==> src/rtl/core/oar_pkg.sv <==
package oar_pkg;

    // Input command codes
    localparam logic CMD_START = 1'b0;
    localparam logic CMD_BYTE  = 1'b1;

    // Result kinds
    localparam logic [1:0] KIND_READ  = 2'd0;
    localparam logic [1:0] KIND_VALUE = 2'd1;
    localparam logic [1:0] KIND_ACC   = 2'd2;
    localparam logic [1:0] KIND_ADDR  = 2'd3;

    localparam logic [7:0]  PTR_LAST_IN_PAGE = 8'hff;
    localparam logic [15:0] PAGE_MASK        = 16'hff00;
    localparam int          QUEUE_DEPTH      = 2;

    typedef enum logic [3:0] {
        MODE_IMP = 4'd0,
        MODE_ACC = 4'd1,
        MODE_IMM = 4'd2,
        MODE_ZP  = 4'd3,
        MODE_ZPX = 4'd4,
        MODE_ZPY = 4'd5,
        MODE_IZX = 4'd6,
        MODE_IZY = 4'd7,
        MODE_ABS = 4'd8,
        MODE_ABX = 4'd9,
        MODE_ABY = 4'd10,
        MODE_IND = 4'd11,
        MODE_REL = 4'd12
    } mode_t;

    typedef struct packed {
        logic        cmd;
        logic [3:0]  mode;
        logic [15:0] pc;
        logic [7:0]  index_x;
        logic [7:0]  index_y;
        logic [7:0]  read_data;
    } in_t;

    typedef struct packed {
        logic [1:0]  kind;
        logic [15:0] read_address;
        logic [15:0] operand_value;
        logic [1:0]  operand_bytes;
        logic        page_crossed;
    } out_t;

    // Classified item carried from the front part to the back part
    typedef struct packed {
        logic        is_start;
        mode_t       mode;
        logic [15:0] pc;
        logic [7:0]  index_x;
        logic [7:0]  index_y;
        logic [7:0]  data;
    } item_t;

endpackage

==> src/rtl/core/oar_front.sv <==
module oar_front import oar_pkg::*; (
    input  logic  in_valid,
    output logic  in_ready,
    input  in_t   in_item,
    input  logic  q_ready,
    output logic  q_push,
    output item_t q_item
);

    assign in_ready = q_ready;
    assign q_push   = in_valid && q_ready;

    // Classify: split start from returned byte, fold unused mode codes onto implied
    always_comb
    begin
        q_item.is_start = (in_item.cmd == CMD_START);
        if (in_item.mode > 4'(MODE_REL))
        begin
            q_item.mode = MODE_IMP;
        end
        else
        begin
            q_item.mode = mode_t'(in_item.mode);
        end
        q_item.pc      = in_item.pc;
        q_item.index_x = in_item.index_x;
        q_item.index_y = in_item.index_y;
        q_item.data    = in_item.read_data;
    end

endmodule

==> src/rtl/core/oar_queue.sv <==
module oar_queue import oar_pkg::*; (
    input  logic  clk,
    input  logic  rst_n,
    input  logic  push,
    input  item_t push_item,
    output logic  ready,
    output logic  valid,
    input  logic  pop,
    output item_t head
);

    item_t      entry_reg [QUEUE_DEPTH];
    logic       wr_ptr_reg;
    logic       wr_ptr_next;
    logic       rd_ptr_reg;
    logic       rd_ptr_next;
    logic [1:0] count_reg;
    logic [1:0] count_next;

    assign ready = (count_reg != 2'(QUEUE_DEPTH));
    assign valid = (count_reg != 2'd0);
    assign head  = entry_reg[rd_ptr_reg];

    always_comb
    begin
        wr_ptr_next = push ? ~wr_ptr_reg : wr_ptr_reg;
        rd_ptr_next = pop ? ~rd_ptr_reg : rd_ptr_reg;
        count_next  = count_reg;
        if (push && !pop)
        begin
            count_next = count_reg + 2'd1;
        end
        else if (pop && !push)
        begin
            count_next = count_reg - 2'd1;
        end
    end

    always_ff @(posedge clk or negedge rst_n)
    begin
        if (!rst_n)
        begin
            wr_ptr_reg <= 1'b0;
            rd_ptr_reg <= 1'b0;
            count_reg  <= 2'd0;
        end
        else
        begin
            wr_ptr_reg <= wr_ptr_next;
            rd_ptr_reg <= rd_ptr_next;
            count_reg  <= count_next;
        end
    end

    always_ff @(posedge clk)
    begin
        if (push)
        begin
            entry_reg[wr_ptr_reg] <= push_item;
        end
    end

    a_pop_nonempty: assert property (@(posedge clk) disable iff (!rst_n)
        pop |-> count_reg != 2'd0)
        else $error("queue popped while empty");

    a_count_grows: assert property (@(posedge clk) disable iff (!rst_n)
        (push && !pop) |=> count_reg == $past(count_reg) + 2'd1)
        else $error("queue count did not follow a lone push");

endmodule

==> src/rtl/core/oar_back.sv <==
module oar_back import oar_pkg::*; (
    input  logic  clk,
    input  logic  rst_n,
    input  logic  q_valid,
    input  item_t q_item,
    output logic  q_pop,
    output logic  out_valid,
    input  logic  out_ready,
    output out_t  out_item
);

    typedef enum logic [2:0] {
        STEP_IDLE   = 3'd0,
        STEP_OP_LO  = 3'd1,
        STEP_OP_HI  = 3'd2,
        STEP_PTR_LO = 3'd3,
        STEP_PTR_HI = 3'd4
    } step_t;

    step_t       step_reg;
    step_t       step_next;
    mode_t       mode_reg;
    mode_t       mode_next;
    logic [15:0] pc_reg;
    logic [15:0] pc_next;
    logic [7:0]  x_reg;
    logic [7:0]  x_next;
    logic [7:0]  y_reg;
    logic [7:0]  y_next;
    logic [7:0]  op_lo_reg;
    logic [7:0]  op_lo_next;
    logic [7:0]  op_hi_reg;
    logic [7:0]  op_hi_next;
    logic [7:0]  ptr_lo_reg;
    logic [7:0]  ptr_lo_next;
    logic        out_valid_reg;
    logic        out_valid_next;
    out_t        out_item_reg;
    out_t        out_item_next;

    logic        res_valid;
    out_t        res;
    logic [15:0] idx_base;
    logic [7:0]  idx_off;
    logic [15:0] idx_sum;
    logic        idx_crossed;

    assign q_pop     = q_valid && (!out_valid_reg || out_ready);
    assign out_valid = out_valid_reg;
    assign out_item  = out_item_reg;

    // Shared indexed adder for abx, aby and (zp),Y
    always_comb
    begin
        if (step_reg == STEP_PTR_HI)
        begin
            idx_base = {q_item.data, ptr_lo_reg};
            idx_off  = y_reg;
        end
        else
        begin
            idx_base = {q_item.data, op_lo_reg};
            idx_off  = (mode_reg == MODE_ABX) ? x_reg : y_reg;
        end
        idx_sum     = idx_base + {8'h00, idx_off};
        idx_crossed = (idx_base[15:8] != idx_sum[15:8]);
    end

    always_comb
    begin
        step_next   = step_reg;
        mode_next   = mode_reg;
        pc_next     = pc_reg;
        x_next      = x_reg;
        y_next      = y_reg;
        op_lo_next  = op_lo_reg;
        op_hi_next  = op_hi_reg;
        ptr_lo_next = ptr_lo_reg;
        res_valid   = 1'b0;
        res         = '0;

        if (q_pop && q_item.is_start)
        begin
            mode_next = q_item.mode;
            pc_next   = q_item.pc;
            x_next    = q_item.index_x;
            y_next    = q_item.index_y;
            res_valid = 1'b1;
            step_next = STEP_IDLE;
            case (q_item.mode)
                MODE_ACC:
                begin
                    res.kind = KIND_ACC;
                end
                MODE_REL:
                begin
                    res.kind          = KIND_ADDR;
                    res.operand_value = q_item.pc;
                    res.operand_bytes = 2'd1;
                end
                MODE_IMM, MODE_ZP, MODE_ZPX, MODE_ZPY, MODE_IZX, MODE_IZY,
                MODE_ABS, MODE_ABX, MODE_ABY, MODE_IND:
                begin
                    step_next        = STEP_OP_LO;
                    res.kind         = KIND_READ;
                    res.read_address = q_item.pc;
                end
                default:
                begin
                    res.kind = KIND_VALUE;
                end
            endcase
        end
        else if (q_pop)
        begin
            // A byte that matches nothing ends the sequence quietly
            step_next = STEP_IDLE;
            case (step_reg)
                STEP_OP_LO:
                begin
                    op_lo_next = q_item.data;
                    case (mode_reg)
                        MODE_IMM:
                        begin
                            res_valid         = 1'b1;
                            res.kind          = KIND_VALUE;
                            res.operand_value = {8'h00, q_item.data};
                            res.operand_bytes = 2'd1;
                        end
                        MODE_ZP:
                        begin
                            res_valid         = 1'b1;
                            res.kind          = KIND_ADDR;
                            res.operand_value = {8'h00, q_item.data};
                            res.operand_bytes = 2'd1;
                        end
                        MODE_ZPX:
                        begin
                            res_valid         = 1'b1;
                            res.kind          = KIND_ADDR;
                            res.operand_value = {8'h00, 8'(q_item.data + x_reg)};
                            res.operand_bytes = 2'd1;
                        end
                        MODE_ZPY:
                        begin
                            res_valid         = 1'b1;
                            res.kind          = KIND_ADDR;
                            res.operand_value = {8'h00, 8'(q_item.data + y_reg)};
                            res.operand_bytes = 2'd1;
                        end
                        MODE_IZX:
                        begin
                            res_valid        = 1'b1;
                            step_next        = STEP_PTR_LO;
                            res.kind         = KIND_READ;
                            res.read_address = {8'h00, 8'(q_item.data + x_reg)};
                        end
                        MODE_IZY:
                        begin
                            res_valid        = 1'b1;
                            step_next        = STEP_PTR_LO;
                            res.kind         = KIND_READ;
                            res.read_address = {8'h00, q_item.data};
                        end
                        MODE_ABS, MODE_ABX, MODE_ABY, MODE_IND:
                        begin
                            res_valid        = 1'b1;
                            step_next        = STEP_OP_HI;
                            res.kind         = KIND_READ;
                            res.read_address = pc_reg + 16'd1;
                        end
                        default:
                        begin
                            res_valid = 1'b0;
                        end
                    endcase
                end
                STEP_OP_HI:
                begin
                    op_hi_next = q_item.data;
                    case (mode_reg)
                        MODE_ABS:
                        begin
                            res_valid         = 1'b1;
                            res.kind          = KIND_ADDR;
                            res.operand_value = {q_item.data, op_lo_reg};
                            res.operand_bytes = 2'd2;
                        end
                        MODE_ABX, MODE_ABY:
                        begin
                            res_valid         = 1'b1;
                            res.kind          = KIND_ADDR;
                            res.operand_value = idx_sum;
                            res.operand_bytes = 2'd2;
                            res.page_crossed  = idx_crossed;
                        end
                        MODE_IND:
                        begin
                            res_valid        = 1'b1;
                            step_next        = STEP_PTR_LO;
                            res.kind         = KIND_READ;
                            res.read_address = {q_item.data, op_lo_reg};
                        end
                        default:
                        begin
                            res_valid = 1'b0;
                        end
                    endcase
                end
                STEP_PTR_LO:
                begin
                    ptr_lo_next = q_item.data;
                    case (mode_reg)
                        MODE_IZX:
                        begin
                            res_valid        = 1'b1;
                            step_next        = STEP_PTR_HI;
                            res.kind         = KIND_READ;
                            res.read_address = {8'h00, 8'(op_lo_reg + x_reg + 8'd1)};
                        end
                        MODE_IZY:
                        begin
                            res_valid        = 1'b1;
                            step_next        = STEP_PTR_HI;
                            res.kind         = KIND_READ;
                            res.read_address = {8'h00, 8'(op_lo_reg + 8'd1)};
                        end
                        MODE_IND:
                        begin
                            res_valid = 1'b1;
                            step_next = STEP_PTR_HI;
                            res.kind  = KIND_READ;
                            // Keep the page-wrap bug: stay in the pointer's page
                            if (op_lo_reg == PTR_LAST_IN_PAGE)
                            begin
                                res.read_address = {op_hi_reg, op_lo_reg} & PAGE_MASK;
                            end
                            else
                            begin
                                res.read_address = {op_hi_reg, op_lo_reg} + 16'd1;
                            end
                        end
                        default:
                        begin
                            res_valid = 1'b0;
                        end
                    endcase
                end
                STEP_PTR_HI:
                begin
                    case (mode_reg)
                        MODE_IZX:
                        begin
                            res_valid         = 1'b1;
                            res.kind          = KIND_ADDR;
                            res.operand_value = {q_item.data, ptr_lo_reg};
                            res.operand_bytes = 2'd1;
                        end
                        MODE_IZY:
                        begin
                            res_valid         = 1'b1;
                            res.kind          = KIND_ADDR;
                            res.operand_value = idx_sum;
                            res.operand_bytes = 2'd1;
                            res.page_crossed  = idx_crossed;
                        end
                        MODE_IND:
                        begin
                            res_valid         = 1'b1;
                            res.kind          = KIND_ADDR;
                            res.operand_value = {q_item.data, ptr_lo_reg};
                            res.operand_bytes = 2'd2;
                        end
                        default:
                        begin
                            res_valid = 1'b0;
                        end
                    endcase
                end
                default:
                begin
                    res_valid = 1'b0;
                end
            endcase
        end

        if (res_valid)
        begin
            out_valid_next = 1'b1;
            out_item_next  = res;
        end
        else
        begin
            out_valid_next = out_valid_reg && !out_ready;
            out_item_next  = out_item_reg;
        end
    end

    always_ff @(posedge clk or negedge rst_n)
    begin
        if (!rst_n)
        begin
            step_reg      <= STEP_IDLE;
            mode_reg      <= MODE_IMP;
            pc_reg        <= '0;
            x_reg         <= '0;
            y_reg         <= '0;
            op_lo_reg     <= '0;
            op_hi_reg     <= '0;
            ptr_lo_reg    <= '0;
            out_valid_reg <= 1'b0;
            out_item_reg  <= '0;
        end
        else
        begin
            step_reg      <= step_next;
            mode_reg      <= mode_next;
            pc_reg        <= pc_next;
            x_reg         <= x_next;
            y_reg         <= y_next;
            op_lo_reg     <= op_lo_next;
            op_hi_reg     <= op_hi_next;
            ptr_lo_reg    <= ptr_lo_next;
            out_valid_reg <= out_valid_next;
            out_item_reg  <= out_item_next;
        end
    end

    a_read_leaves_busy: assert property (@(posedge clk) disable iff (!rst_n)
        (res_valid && res.kind == KIND_READ) |=> step_reg != STEP_IDLE)
        else $error("read request issued but sequence went idle");

    a_final_goes_idle: assert property (@(posedge clk) disable iff (!rst_n)
        (res_valid && res.kind != KIND_READ) |=> step_reg == STEP_IDLE)
        else $error("final result issued but sequence still busy");

    a_cross_only_addr: assert property (@(posedge clk) disable iff (!rst_n)
        (out_valid_reg && out_item_reg.page_crossed) |-> out_item_reg.kind == KIND_ADDR)
        else $error("page-cross flag on a non-address result");

endmodule

==> src/rtl/core/cpu6502_operand_address_resolver.sv <==
// 6502 operand address resolver.
//
// Input channel (in_valid/in_ready/in_item): a start transfer (cmd clear)
// gives the addressing mode, the operand PC and X/Y; every later transfer
// with cmd set returns the byte for the last read request issued.
// Output channel (out_valid/out_ready/out_item): one result per input
// transfer, either a read request or the final value/address with operand
// length and page-cross flag. A stray byte while idle yields nothing.
// Path: each input transfer is registered in the classification queue, and
// its result is registered in the resolver's output register.
// Throughput: one transfer per cycle while the receiver takes each result;
// the two-entry queue between the front and back parts lets the input keep
// accepting while a result waits.
// Receiver stall: the output register holds its result, the queue fills,
// and in_ready drops once both queue entries are in use.
// Reset (rst_n, asynchronous, active low): queue empty, resolver idle,
// no result pending.
module cpu6502_operand_address_resolver import oar_pkg::*; (
    input  logic clk,
    input  logic rst_n,
    input  logic in_valid,
    output logic in_ready,
    input  in_t  in_item,
    output logic out_valid,
    input  logic out_ready,
    output out_t out_item
);

    logic  q_ready;
    logic  q_push;
    item_t q_push_item;
    logic  q_valid;
    logic  q_pop;
    item_t q_head;

    // Front: accept and classify
    oar_front u_front (
        .in_valid (in_valid),
        .in_ready (in_ready),
        .in_item  (in_item),
        .q_ready  (q_ready),
        .q_push   (q_push),
        .q_item   (q_push_item)
    );

    // Decoupling queue
    oar_queue u_queue (
        .clk       (clk),
        .rst_n     (rst_n),
        .push      (q_push),
        .push_item (q_push_item),
        .ready     (q_ready),
        .valid     (q_valid),
        .pop       (q_pop),
        .head      (q_head)
    );

    // Back: step the addressing sequence and hold the result
    oar_back u_back (
        .clk       (clk),
        .rst_n     (rst_n),
        .q_valid   (q_valid),
        .q_item    (q_head),
        .q_pop     (q_pop),
        .out_valid (out_valid),
        .out_ready (out_ready),
        .out_item  (out_item)
    );

endmodule
==> config.mk <==
export PLATFORM = sky130hd
export DESIGN_NAME = cpu6502_operand_address_resolver
export DESIGN_NICKNAME = d
export VERILOG_FILES = /design/src/rtl/core/oar_pkg.sv /design/src/rtl/core/oar_front.sv /design/src/rtl/core/oar_queue.sv /design/src/rtl/core/oar_back.sv /design/src/rtl/core/cpu6502_operand_address_resolver.sv
export SDC_FILE = /design/constraint.sdc
export NUM_CORES = 1
export LEC_CHECK = 0
export BUFFER_PORTS_ARGS = -buffer_cell sky130_fd_sc_hd__buf_2
export CORE_MARGIN = 8
export CORE_UTILIZATION = 50
export DETAILED_ROUTE_END_ITERATION = 7
export PLACE_DENSITY = 0.7
export SLEW_MARGIN = 20
export SYNTH_ARGS = -nofsm -noshare
export SYNTH_HDL_FRONTEND = slang
export SYNTH_HIERARCHICAL = 1
export SYNTH_SLANG_ARGS = --single-unit
==> constraint.sdc <==
create_clock -name clk -period 3.3 [get_ports clk]
set_input_delay 0.66 -clock clk [delete_from_list [all_inputs] [get_ports clk]]
set_output_delay 0.66 -clock clk [all_outputs]
set_load 0.02 [all_outputs]
# After elaboration in Yosys (flattened, before gate mapping)
# Memory sizes are Yosys's and may differ from the RTL's.
# Cells that the tools add are included.
dict set report word_totals {
  wordCells 133
  inputBits 49
  regBits 105
  mem_count 1
  ramBits 90
}
# name words width read_ports rd_clocked_by_memory_dff write_ports line
set memory_table {}
lappend memory_table {u_queue.entry_reg 2 45 1 0 1 oar_queue.sv:12} ;# item_t entry_reg [QUEUE_DEPTH];
dict set report op_classes {
  n_addsub 10
  n_mux 44
  order_cmp 1
  n_reduce_logical 27
  n_eq_ne 29
  bitwise 4
}
# operator count
set ops {}
lappend ops {{case mux 16 bit (3 select lines)} 3}
lappend ops {{case mux 18 bit (3 select lines)} 2}
lappend ops {{two-way mux 16 bit} 3}
lappend ops {{two-way mux 37 bit} 1}
lappend ops {{== test 4 bit (second input constant)} 9}
lappend ops {{two-way mux 36 bit} 1}
lappend ops {{case mux 18 bit (2 select lines)} 1}
lappend ops {{adder 16 x 1 -> 16 bit (second input constant)} 2}
lappend ops {{== test 4 x 3 -> 1 bit (second input constant)} 8}
lappend ops {{case mux 10 bit (3 select lines)} 1}
lappend ops {{adder 8 bit} 3}
lappend ops {{two-way mux 8 bit} 3}
lappend ops {{OR reduction 10 bit} 2}
lappend ops {{two-way mux 18 bit} 1}
lappend ops {{adder 16 x 8 -> 16 bit} 1}
lappend ops {{adder 8 x 1 -> 8 bit (second input constant)} 2}
lappend ops {{== test 4 x 2 -> 1 bit (second input constant)} 4}
lappend ops {{two-way mux 1 bit} 12}
lappend ops {{two-way mux 2 bit} 5}
lappend ops {{two-way mux 3 bit} 3}
lappend ops {{case mux 3 bit (3 select lines)} 1}
lappend ops {{AND reduction 3 bit} 3}
lappend ops {{OR reduction 3 bit} 3}
lappend ops {{== test 8 bit (second input constant)} 1}
lappend ops {{other kinds (22)} 40}

# Longest topological paths before layout
dict set report depth {
  ltp_word 9
  ltp_mapped 17
}

# By module
# Netlist, hierarchy kept.
# module cells_each instances area_per_inst_um2 seq_area_each_um2
set by_module_without_submodules {}
lappend by_module_without_submodules {oar_back 908 1 7531.0 2527.4}
lappend by_module_without_submodules {oar_queue 156 1 3636.0 2802.7}
lappend by_module_without_submodules {oar_front 48 1 364.1 0.0}

# Least setup slack after synthesis
# OpenSTA, ideal clock, no wires.
dict set report synth_path {
  path_type {register -> register}
  start {register u_back.step_reg[1]}
  end {register u_back.out_item_reg (netlist bit u_back/out_item[18])}
  slack_ns -0.259
  required_ns 3.174
  setup_ns 0.126
  period_less_slack_ns 3.559
  n_path_buf 4
  stages_incl_launch_ff 15
  arrival_time_ns 3.433
  cell_sequence {dfrtp_1 > buf_2 > or3b_1 > buf_2 > nand3_1 > clkbuf_1 > mux2_2 > ha_1 > clkbuf_1 > nand4_1 > a211o_1 > a21oi_1 > nand3_1 > xnor2_1 > a221o_1}
}
dict set report synth_via {
  elab_chain_cells 7
  elab_cells_between_ends 16
  classes_between {1 x add/sub; 4 x eq/ne; 10 x mux; 1 x reduce/logical}
}
# element line
set synth_rtl {}
lappend synth_rtl {{start: declaration} oar_back.sv:20} ;# step_t step_reg;
lappend synth_rtl {{start signal: assignment} oar_back.sv:316} ;# step_reg <= step_next;
lappend synth_rtl {{== test 3 bit} {oar_back.sv:55, oar_back.sv:118}}
lappend synth_rtl {{two-way mux 8 bit} oar_back.sv:55} ;# if (step_reg == STEP_PTR_HI)
lappend synth_rtl {{adder 16 x 8 -> 16 bit} oar_back.sv:65} ;# idx_sum = idx_base + {8'h00, idx_off};
lappend synth_rtl {{case mux 18 bit (3 select lines) / case mux 18 bit (2 select lines) (equally long branches)} {oar_back.sv:251, oar_back.sv:181}}
lappend synth_rtl {{case mux 18 bit (3 select lines)} oar_back.sv:118} ;# case (step_reg)
lappend synth_rtl {{two-way mux 37 bit} oar_back.sv:114} ;# else if (q_pop)
lappend synth_rtl {{two-way mux 36 bit} oar_back.sv:82} ;# if (q_pop && q_item.is_start)
lappend synth_rtl {{end signal: assignment} oar_back.sv:325} ;# out_item_reg <= out_item_next;
lappend synth_rtl {{end: declaration} oar_back.sv:38} ;# out_t out_item_reg;
# Parallel ways exist; a longest one is shown, timed or not.
# A chain may end at the register's enable or synchronous reset.

==> impl_metrics.tcl <==
set metrics [dict create \
    status "finished clean" \
    antenna_found_initial 1 \
    synth_most_common_cell "nand2_1" \
    grt_max_degree 51 \
    switching_share_pct 45.7 \
    total_switching_power_mw 6.19 \
    overflow 0 \
    hpwlAfterDp_um 25600 \
    pwr-share-comb_pct 54.5 \
    max_freq_mhz 308 \
    io_pins 88 \
    h-tree-depth 4 \
    path_cells "buf_12, mux2_4, ha_1, a21oi_1, o21bai_1, o2111ai_1, nor3b_1, mux2_2, a31oi_1, a211o_1" \
    ir_drop_uv 460 \
    cp-start-kind "flip-flop" \
    synth_edf_count 90 \
    p_clk_share_pct 15.7 \
    num_vias 9188 \
    synth_top_area_share_pct 23.4 \
    final_nets 1261 \
    intPower_mw 7.35 \
    p_per_area_nw_per_um2 1050 \
    ys_seq_area_share_pct 46.2 \
    first_pass_iters 6 \
    drive_above_1_share_pct 24.5 \
    critPathTopFamily "compound AO/OA/AOI/OAI gates" \
    fin_util_pct 56.8 \
    drc 0 \
    placedCellCount 1442 \
    netlist-cell-type-count 88 \
    die_area_sq_um 28200 \
    postCtsSetupBuffers 0 \
    path_depth 10 \
    tightest_slew_ps 865 \
    worstPathRequired_ps 3680 \
    worstPathMaxFanout 8 \
    place.gp.congestion 1.03 \
    fin_crit_sh_pct 98.4 \
    grt_pass1_vias 9030 \
    path_class "flip-flop to flip-flop" \
    end_kind "flip-flop" \
    wl_per_cell_um 23.6 \
    yosys_warnings 6 \
    slowest_stage "dfrtp_2" \
    final_cells 1474 \
    tritoncts "yes" \
    die_y_um 168 \
    fin_worst_skew_ps 11.1 \
    setup_viol 0 \
    largest_reg_flops 90 \
    ys_ff_latch 195 \
    ctsHoldBuffers 0 \
    fp.coreArea_sq_um 22600 \
    groute.usage.overall_pct 24.5 \
    portBuffers 87 \
    cts_buffers 17 \
    leakage_nw 5.51 \
    rows 55 \
    clock_latency_ps 440 \
    via_per_inst 6.23 \
    grt_pass1_wl_um 53100 \
    syn_to_final_growth_pct 11.5 \
    met3WireLength_um 3510 \
    worstPathBufferInverterCount 1 \
    min_period_ps 3250 \
    crit_arrival_ps 3620 \
    netlist_instances 1112 \
    syn_nets 1197 \
    slew_violations 0 \
    avgSynthCellArea_sq_um 10.4 \
    pwr-share-seq_pct 29.8 \
    n_fill_cell 1901 \
    clock_sinks 195 \
    root_buffer "clkbuf_16" \
    timing.setup.tns_ps 0 \
    wl_met2_um 15200 \
    slowest_delay_ps 500 \
    wl_met1_um 14700 \
    ys_top_cells_by_area "edfxtp_1, dfrtp_1, nand2_1" \
    synth-async-reset-ratio_pct 53.8 \
    setup_slack_ps 52.6 \
    synth_top_flop_cell "dfrtp_1" \
    clockBufferDepth 2 \
    syn_area_sq_um 11500 \
    synthTopCellsByCount "nand2_1, dfrtp_1, edfxtp_1, o21ai_0, a21oi_1" \
    final_hold_viol_count 0 \
    detail_route.iter0.violations 1279 \
    relSlewSlack_pct 41.9 \
    yosysTopAreaCell "edfxtp_1" \
    start_util_pct 50.9 \
    whs_ps 279 \
    rr_worst_depth 10 \
    cap_viol_max_count 0 \
    hold_class "input port to asynchronous set/reset pin" \
    rsz0062_at_grt "false" \
    dieWidth_um 168 \
    antenna_left 0 \
    diodes 0 \
    pre_cts_ws_ps -149 \
    drt-total-wl_um 34800 \
    top_layer "met5" \
    clk_pin_slew_ps 80 \
]
==> through the flow <==
step,area [sq um],total power [mW]
2_1_floorplan,11500,8.92
3_3_place_gp,12200,11.0
3_5_place_dp,12200,11.1
4_1_cts,12800,13.3
5_1_grt,12900,14.3
6_report,12900,13.5
==> path summary, 6_finish.rpt <==
check | end | slack (ps) | start
min in group clk | u_queue/entry_reg[0][12] | 400 | in_item[12]
worst max register to register | u_back/out_item[10] | 50 | u_queue/rd_ptr_reg
max in group asynchronous | u_back/mode_reg[3] | 2350 | rst_n
worst max-delay path | u_back/out_item[10] | 50 | u_queue/rd_ptr_reg
worst min register to register | u_queue/count_reg[1] | 490 | u_queue/count_reg[1]
worst min-delay path | u_back/op_lo_reg[3] | 280 | rst_n
==> logic make-up after synthesis <==
family | count (synthesis) | share of synthesized area, %
AND/OR/NAND/NOR | 365 | 14.8
adder cells (fa/ha/maj) | 36 | 4.17
flip-flops | 195 | 46.2
XOR/XNOR | 51 | 3.87
AO/OA/AOI/OAI | 265 | 16.0
buffers and inverters | 126 | 6.48
multiplexers | 74 | 8.45
==> repair_timing <==
item / 4_1_cts / 5_1_grt
hold endpoints to repair: 0 / 0
setup endpoints to repair: 1 / 10
resized for setup: 1 / 16
pin swaps: 1 / 3
==> placed cells by master, fill, tap and decap left out, types with 28 or more instances in the layout <==
cell type	synthesis	routed
a21oi_1	52	50
a22oi_1	28	28
o21ai_0	63	60
mux2_2	31	31
edfxtp_1	90	90
ha_1	32	28
nand2_1	194	194
mux2_4	39	39
dfrtp_1	105	104
nor2_1	47	47
buf_2	16	86
xnor2_1	30	30
buf_4	44	60
==> layout make-up <==
cell class                      count  area (sq um)  area share (%)
Sequential cell                   195          5330            41.5
Inverter                           22          82.6           0.642
Tap cell                          285           357            2.77
Clock buffer                       19           454            3.53
Multi-Input combinational cell    791          5550            43.1
Clock inverter                     13           158            1.23
Timing Repair Buffer              149           932            7.25
==> routing by layer <==
metal	GRT usage [%]	vias up
li1	-	4127
met5	0	-
met3	5.31	96
met1	33.4	4426
met2	36.9	537
met4	11.1	2
==> power by group through the flow <==
stage	registers [mW]	clock network, mW	logic (mW)
floorplan	3.95	0	4.96
global placement	4.05	0	6.94
detailed placement	4.05	0	7.04
CTS	4.01	2.16	7.09
global route	4.10	2.26	7.90
finish	4.03	2.13	7.37
Power figures use the tool's default switching activity.
